`src/hdl/spatial_lp_pooling_top_defines.svh`:
```
// Assertion macros shared by the spatial Lp pooling RTL.
`ifndef SPATIAL_LP_POOLING_TOP_DEFINES_SVH
`define SPATIAL_LP_POOLING_TOP_DEFINES_SVH
`ifndef ASSERT_OFF
`define SPLP_ASSERT_IMP(label, clk, rst_n, cond, prop) \
    label: assert property (@(posedge clk) disable iff (!rst_n) (cond) |-> (prop)) \
        else $error("lp pool: same-cycle check failed");
`define SPLP_ASSERT_NXT(label, clk, rst_n, cond, prop) \
    label: assert property (@(posedge clk) disable iff (!rst_n) (cond) |=> (prop)) \
        else $error("lp pool: next-cycle check failed");
`else
`define SPLP_ASSERT_IMP(label, clk, rst_n, cond, prop)
`define SPLP_ASSERT_NXT(label, clk, rst_n, cond, prop)
`endif
`endif

```
`src/hdl/splp_pkg.sv`:
```
// Package with constants, types and helper functions of the Lp pooling block.
`default_nettype none
package splp_pkg;
    localparam int MAX_WIDTH   = 1024;
    localparam int COL_BITS    = $clog2(MAX_WIDTH);
    localparam int SAMPLE_BITS = 16;
    localparam int ROOT_BITS   = 20;
    localparam int BIT_IDX_W   = $clog2(ROOT_BITS);
    localparam int SUM_BITS    = 64;
    localparam int IW_BITS     = 11;
    localparam int SMALL_BITS  = 3;
    localparam int PADDR_BITS  = 4;
    localparam int PDATA_BITS  = 32;

    localparam logic [SMALL_BITS-1:0] SMALL_MAX = 3'd4;

    localparam logic [IW_BITS-1:0]    IMAGE_WIDTH_RST = 11'd64;
    localparam logic [SMALL_BITS-1:0] POOL_WIDTH_RST  = 3'd2;
    localparam logic [SMALL_BITS-1:0] POOL_HEIGHT_RST = 3'd2;
    localparam logic [SMALL_BITS-1:0] P_ORDER_RST     = 3'd2;

    localparam logic [1:0] REG_IMAGE_WIDTH = 2'd0;
    localparam logic [1:0] REG_POOL_WIDTH  = 2'd1;
    localparam logic [1:0] REG_POOL_HEIGHT = 2'd2;
    localparam logic [1:0] REG_P_ORDER     = 2'd3;

    localparam logic [SMALL_BITS-1:0] P_ONE   = 3'd1;
    localparam logic [SMALL_BITS-1:0] P_TWO   = 3'd2;
    localparam logic [SMALL_BITS-1:0] P_THREE = 3'd3;
    localparam logic [SMALL_BITS-1:0] P_FOUR  = 3'd4;

    typedef struct packed {
        logic [SUM_BITS-1:0] value;
        logic                over;
    } t_pow;

    function automatic logic [SMALL_BITS-1:0] clamp_small(input logic [SMALL_BITS-1:0] v);
        logic [SMALL_BITS-1:0] r;
        r = v;
        if (v == '0) begin
            r = SMALL_BITS'(1);
        end else if (v > SMALL_MAX) begin
            r = SMALL_MAX;
        end
        return r;
    endfunction

    function automatic logic [IW_BITS-1:0] clamp_width(input logic [IW_BITS-1:0] v);
        logic [IW_BITS-1:0] r;
        r = v;
        if (v == '0) begin
            r = IW_BITS'(1);
        end else if (v > IW_BITS'(MAX_WIDTH)) begin
            r = IW_BITS'(MAX_WIDTH);
        end
        return r;
    endfunction
endpackage
`default_nettype wire

```
`src/hdl/splp_power.sv`:
```
// Two-stage power unit: base^p for p of 1 to 4, with overflow beyond 64 bits.
`default_nettype none
module splp_power (
    input  wire logic                                 i_clk,
    input  wire logic [splp_pkg::ROOT_BITS-1:0]       i_base,
    input  wire logic [splp_pkg::SMALL_BITS-1:0]      i_p,
    output splp_pkg::t_pow                            o_res
);
    localparam int SQ_BITS = 2 * splp_pkg::ROOT_BITS;
    localparam int CU_BITS = 3 * splp_pkg::ROOT_BITS;
    localparam int HALF    = splp_pkg::SUM_BITS / 2;

    logic [splp_pkg::ROOT_BITS-1:0] r_base;
    logic [SQ_BITS-1:0]             r_sq;
    splp_pkg::t_pow                 r_res;
    splp_pkg::t_pow                 n_res;
    logic [CU_BITS-1:0]             cube;
    logic [splp_pkg::SUM_BITS-1:0]  quad;

    always_comb begin
        cube = CU_BITS'(r_sq) * CU_BITS'(r_base);
        quad = splp_pkg::SUM_BITS'(r_sq[HALF-1:0]) * splp_pkg::SUM_BITS'(r_sq[HALF-1:0]);
        n_res.over = 1'b0;
        case (i_p)
            splp_pkg::P_ONE: begin
                n_res.value = splp_pkg::SUM_BITS'(r_base);
            end
            splp_pkg::P_TWO: begin
                n_res.value = splp_pkg::SUM_BITS'(r_sq);
            end
            splp_pkg::P_THREE: begin
                n_res.value = splp_pkg::SUM_BITS'(cube);
            end
            splp_pkg::P_FOUR: begin
                // The fourth power reaches 2^64 exactly when the square reaches 2^32.
                n_res.value = quad;
                n_res.over  = |r_sq[SQ_BITS-1:HALF];
            end
            default: begin
                n_res.value = splp_pkg::SUM_BITS'(r_base);
            end
        endcase
    end

    always_ff @(posedge i_clk) begin
        r_base <= i_base;
        r_sq   <= SQ_BITS'(i_base) * SQ_BITS'(i_base);
        r_res  <= n_res;
    end

    assign o_res = r_res;
endmodule
`default_nettype wire

```
`config.mk`:
```
export PLATFORM = sky130hd
export DESIGN_NAME = splp_power
export DESIGN_NICKNAME = d
export VERILOG_FILES = /design/src/hdl/spatial_lp_pooling_top_defines.svh /design/src/hdl/splp_pkg.sv /design/src/hdl/splp_power.sv
export SDC_FILE = /design/constraint.sdc
export NUM_CORES = 2
export LEC_CHECK = 0
export ABC_CLOCK_PERIOD_IN_PS = 9400
export BUFFER_PORTS_ARGS = -buffer_cell sky130_fd_sc_hd__buf_2
export CORE_MARGIN = 2
export CORE_UTILIZATION = 40
export CTS_CLUSTER_DIAMETER = 60
export DETAILED_ROUTE_END_ITERATION = 16
export PLACE_DENSITY_LB_ADDON = 0.2
export SLEW_MARGIN = 20
export SYNTH_ARGS = -nofsm -noshare
export SYNTH_HDL_FRONTEND = slang
export SYNTH_SLANG_ARGS = --single-unit
export TNS_END_PERCENT = 50
```
`constraint.sdc`:
```
create_clock -name i_clk -period 9.4 [get_ports i_clk]
set_input_delay 0.47 -clock i_clk [delete_from_list [all_inputs] [get_ports i_clk]]
set_output_delay 0.47 -clock i_clk [all_outputs]
set_load 0.01 [all_outputs]
```
After elaboration in Yosys (flattened, before gate mapping). Cells that the tools add are included.

Multipliers: 3. Eq/ne operators: 3. Mux-type cells: 1. Reduce and logical (&&, ||, !) cells: 1.

Operators by type and width (number): $pmux W64 S3 (1); $mul A32 B32 Y64 (1); $mul A40 B20 Y60 (1); $mul A20 B20 Y40 (1); $reduce_or A8 Y1 (1); $eq A3 B2 Y1 const B (2); $eq A3 B3 Y1 const B (1).

Register bits: 125. Bits of input ports: 24. Output and inout bits: 65.

Logic depth before layout (Yosys ltp).
Depth in word-level cells: 2. Gate-level depth with buffers: 31. Gate-level depth less buffers: 28.

Worst setup path after synthesis. No wires, ideal clock.

Kind: flip-flop to flip-flop. Start: register r_sq[6]. End: register r_res (netlist bit o_res[50]). Library setup time: 0.134 ns. Arrival time: 7.458 ns. Data required time: 9.266 ns. Path slack: 1.808 ns. Cell stages (with the launch flop): 30. Clock period less this slack: 7.592 ns. Path through: dfxtp_1 -> clkbuf_1 -> clkbuf_1 -> clkbuf_1 -> nand2_1 -> fa_1 -> inv_1 -> fa_1 -> fa_1 -> inv_1 -> fa_1 -> inv_1 -> fa_1 -> inv_1 -> fa_1 -> inv_1 -> fa_1 -> fa_1 -> ha_1 -> a21oi_1 -> o21ai_0 -> o211ai_1 -> o31a_1 -> o21bai_1 -> a221o_1 -> a21o_2 -> a31oi_1 -> o21bai_1 -> xnor2_1 -> o22ai_1.

RTL lines: start: declaration (RTL line splp_power.sv:14) `logic [SQ_BITS-1:0] r_sq;`; start signal: assignment (RTL line splp_power.sv:47) `r_sq <= SQ_BITS'(i_base) * SQ_BITS'(i_base);`; end signal: assignment (RTL line splp_power.sv:48) `r_res <= n_res;`; end: declaration (RTL line splp_power.sv:15) `splp_pkg::t_pow r_res;`.

==> results.yml <==
logic_synthesis:
  ys_seq_area_share_pct: 3.62
  post-synth-top-area-cell: "fa_1"
  number_of_synthesized_flops_with_an_enable_pin: 0
  yosysWarnings: 0
  netlist_area_um2: 68000
  postSynthCellCount: 7421
  synthDistinctLibCells: 82
  largest_cells_by_area_after_synthesis: "fa_1 51%, ha_1 12%, inv_1 11%"
  post-synth-top-area-fraction_pct: 50.5
  postSynthAreaPerCell_um2: 9.16
  synth-seq-cells: 123
  async_flop_share_pct: 0
  main_synth_ff_type: "dfxtp_1"
cts:
  cts_num_sinks: 123
  cts.repair.resized: 0
  cts-hold-fix-buffers: 0
  cts_buffer_depth: 2
  tritoncts.num_buffers: 17
  cts.root.buffer_cell: "clkbuf_16"
  tritoncts: "built"
  cts.reportedPaths.clkPinSlew_ns: 0.07
  worstSkewPairLatency_ns: 0.55
  post-cts-setup-buffer-count: 0
  h-tree-depth: 4
place:
  gp_congestion: 0.932
  number_of_buffer_cells_added_on_primary_ports: 88
  dp_hpwl_mm: 171
min_path:
  min_path_type: "input port to flop"
floorplan:
  placeableCoreArea_um2: 169000
  die_y_um: 416
  chipWidth_um: 416
  io_pins: 89
  placementRows: 151
  floorplan.initialDensity_pct: 40.2
  floorplan.die_area_um2: 173000
worst_setup_path:
  worst-path-buf-inv: 5
  slowest_stage_delay_cp_ns: 0.83
  critPathMaxFanout: 28
  critical-path-top-delay-family: "adder cells"
  data_required_critical_path_ns: 9.78
  crit_path_frequent_cell: "fa_1"
  timing.critical_path.to_type: "flop"
  critPathArrivalTime_ns: 9.46
  path_type_of_the_worst_setup_path: "flop to flop"
  setup.worst_path.start_class: "flop"
  critical_path.slowest_cell: "dfxtp_2"
drt:
  viasPerCell: 5.11
  vias: 49000
  antenna_violating_nets_post_route: 0
  drt_first_iter_violations: 2695
  drt-wirelength-per-cell_um: 22.0
  routed_wl_mm: 211
  route.detailed.drc: 0
  dr.pass1.iters: 7
layout:
  layout-drive-gt1-share_pct: 4.47
  areaGrowthSynthToFinish_pct: 5.53
  finalNetCount: 9713
flow_run:
  maxCapViolations: 0
timing:
  finalHoldViolCount: 0
  post-route-period-util_pct: 96.5
  finalSetupTns_ns: 0
  fmaxAchievable_mhz: 110
  max-slew-margin-rel_pct: 24.0
  fin_skew_ns: 0.0223
  unrepaired_setup_endpoints_after_global_routing: "false"
  worst-slew-pin-transition_ns: 1.14
  final-setup-viol-count: 0
  final_critical_period_ns: 9.08
  slew_violations: 0
global_routing:
  first_global_vias: 55400
  global_route_congestion_overflow_total: 0
  grt_pass1_wl_mm: 331
  largest_net_degree_at_the_start_of_global_routing: 47
  antenna_found_initial: 7
  aggregate_global_route_resource_usage_pct: 25.4
run_status:
  outcome: "complete, no violations"
per-layer routing:
| layer | part of all wire [%] | GRT usage (%) | vias to the layer above | routed length (um) |
|---|---|---|---|---|
| met3 | 5.1 | 3.10 | 330 | 10700 |
| met1 | 41 | 31.8 | 25800 | 85600 |
| li1 | - | - | 21500 | - |
| met4 | 4.1 | 9.28 | 6 | 8590 |
| met5 | 0.020 | 0 | - | 42 |
| met2 | 50 | 44.8 | 1300 | 106000 |
registers in the layout (all words and copies together) (netlist names):
name,flops
o_res,65
r_sq,39
r_base,19
path summary, 6_finish.rpt:
| path | from | endpoint | slack [ns] | cells after the start |
|---|---|---|---|---|
| worst max-delay path | r_sq[14] | o_res[59] | 0.32 | 26 |
| worst min-delay path | i_base[0] | r_sq[0] | 0.28 | 1 |
| worst max register to register | r_sq[14] | o_res[59] | 0.32 | 26 |
| worst min register to register | r_base[1] | o_res[2] | 0.82 | 2 |
placed cells by master (no fill, tap or decap), types with 33 or more instances in the layout:
cell and instances:
a21o_1 92, a21oi_1 183, and2_1 593, buf_2 88
buf_4 123, conb_1 34, dfxtp_1 84, dfxtp_2 39
fa_1 1715, ha_1 628, inv_1 1976, nand2_1 887
nor2_1 149, o21ai_0 92, o22ai_1 33, xnor2_1 116
xor2_1 73
through the flow:
stage / std cells / setup slack, ns / area (um2) / hold WS [ns] / util (%)
after detailed placement: 9545 / 0.487 / 71100 / 0.810 / 42.1
after CTS: 9577 / 0.448 / 71700 / 0.248 / 42.4
after floorplan: 7453 / 1.81 / 68100 / 0.442 / -
after global routing: 9577 / 0.0991 / 71700 / 0.287 / 42.4
final: 9580 / 0.325 / 71700 / 0.282 / 42.4
after global placement: 9545 / 0.572 / 71100 / 0.797 / 42.1
cell type report:
type                            count  area [um2]
Tap cell                         2218        2780
Clock inverter                     15         174
Fill cell                       16700       97400
Antenna cell                        3        7.51
Inverter                         1980        7430
Timing Repair Buffer              219        1520
Sequential cell                   123        2510
Multi-Input combinational cell   5005       56900
Clock buffer                       17         425
kinds of logic (layout without fill, tap and decap cells):
| family | after synthesis | count (layout) | synth area share (%) |
|---|---|---|---|
| adders and majority gates | 2343 | 2343 | 62.1 |
| buffers and inverters | 2325 | 2231 | 12.9 |
| and+or+nand+nor | 1805 | 1805 | 12.7 |
| AOI/OAI and AO/OA | 614 | 614 | 5.94 |
| xor gates and xnor gates | 189 | 189 | 2.44 |
| DFF | 123 | 123 | 3.62 |
| muxes | 20 | 20 | 0.300 |
| other | 2 | 37 | 0.0110 |
worst register-to-register path, stage by stage (launching register included):
cell and delay (ns):
dfxtp_2 0.83, buf_4 0.60, nand2_1 0.18, fa_1 0.60
inv_1 0.07, fa_1 0.50, inv_1 0.05, fa_1 0.47
fa_1 0.52, inv_1 0.06, fa_1 0.56, fa_1 0.43
fa_1 0.51, fa_1 0.43, ha_1 0.41, a21oi_1 0.31
o21bai_1 0.11, a221o_1 0.31, a21oi_1 0.28, o21ai_0 0.17
a221oi_1 0.40, o41ai_2 0.14, buf_4 0.21, a21oi_1 0.28
o31a_1 0.25, xor2_1 0.17, o22ai_1 0.09
Yosys cell counts (10+ instances only):
master,count
nand2_1,888
and2_1,593
a211oi_1,18
nor3_1,26
ha_1,628
a21o_1,92
nor2b_1,25
xnor2_1,116
xor2_1,73
o21bai_1,29
o31ai_1,10
inv_1,1976
dfxtp_1,123
o21ai_1,13
o21ai_0,92
buf_1,17
clkbuf_1,319
nand4_1,28
nand2b_1,16
nand3_1,23
or2_2,12
fa_1,1715
a31oi_1,20
a21oi_1,183
nor2_1,149
o21a_1,20
mux2i_1,17
and3_1,20
o22ai_1,33
Power is left out: the tool's default activity adds up to more than one toggle a clock period on the data nets, which glitch-free logic cannot reach.
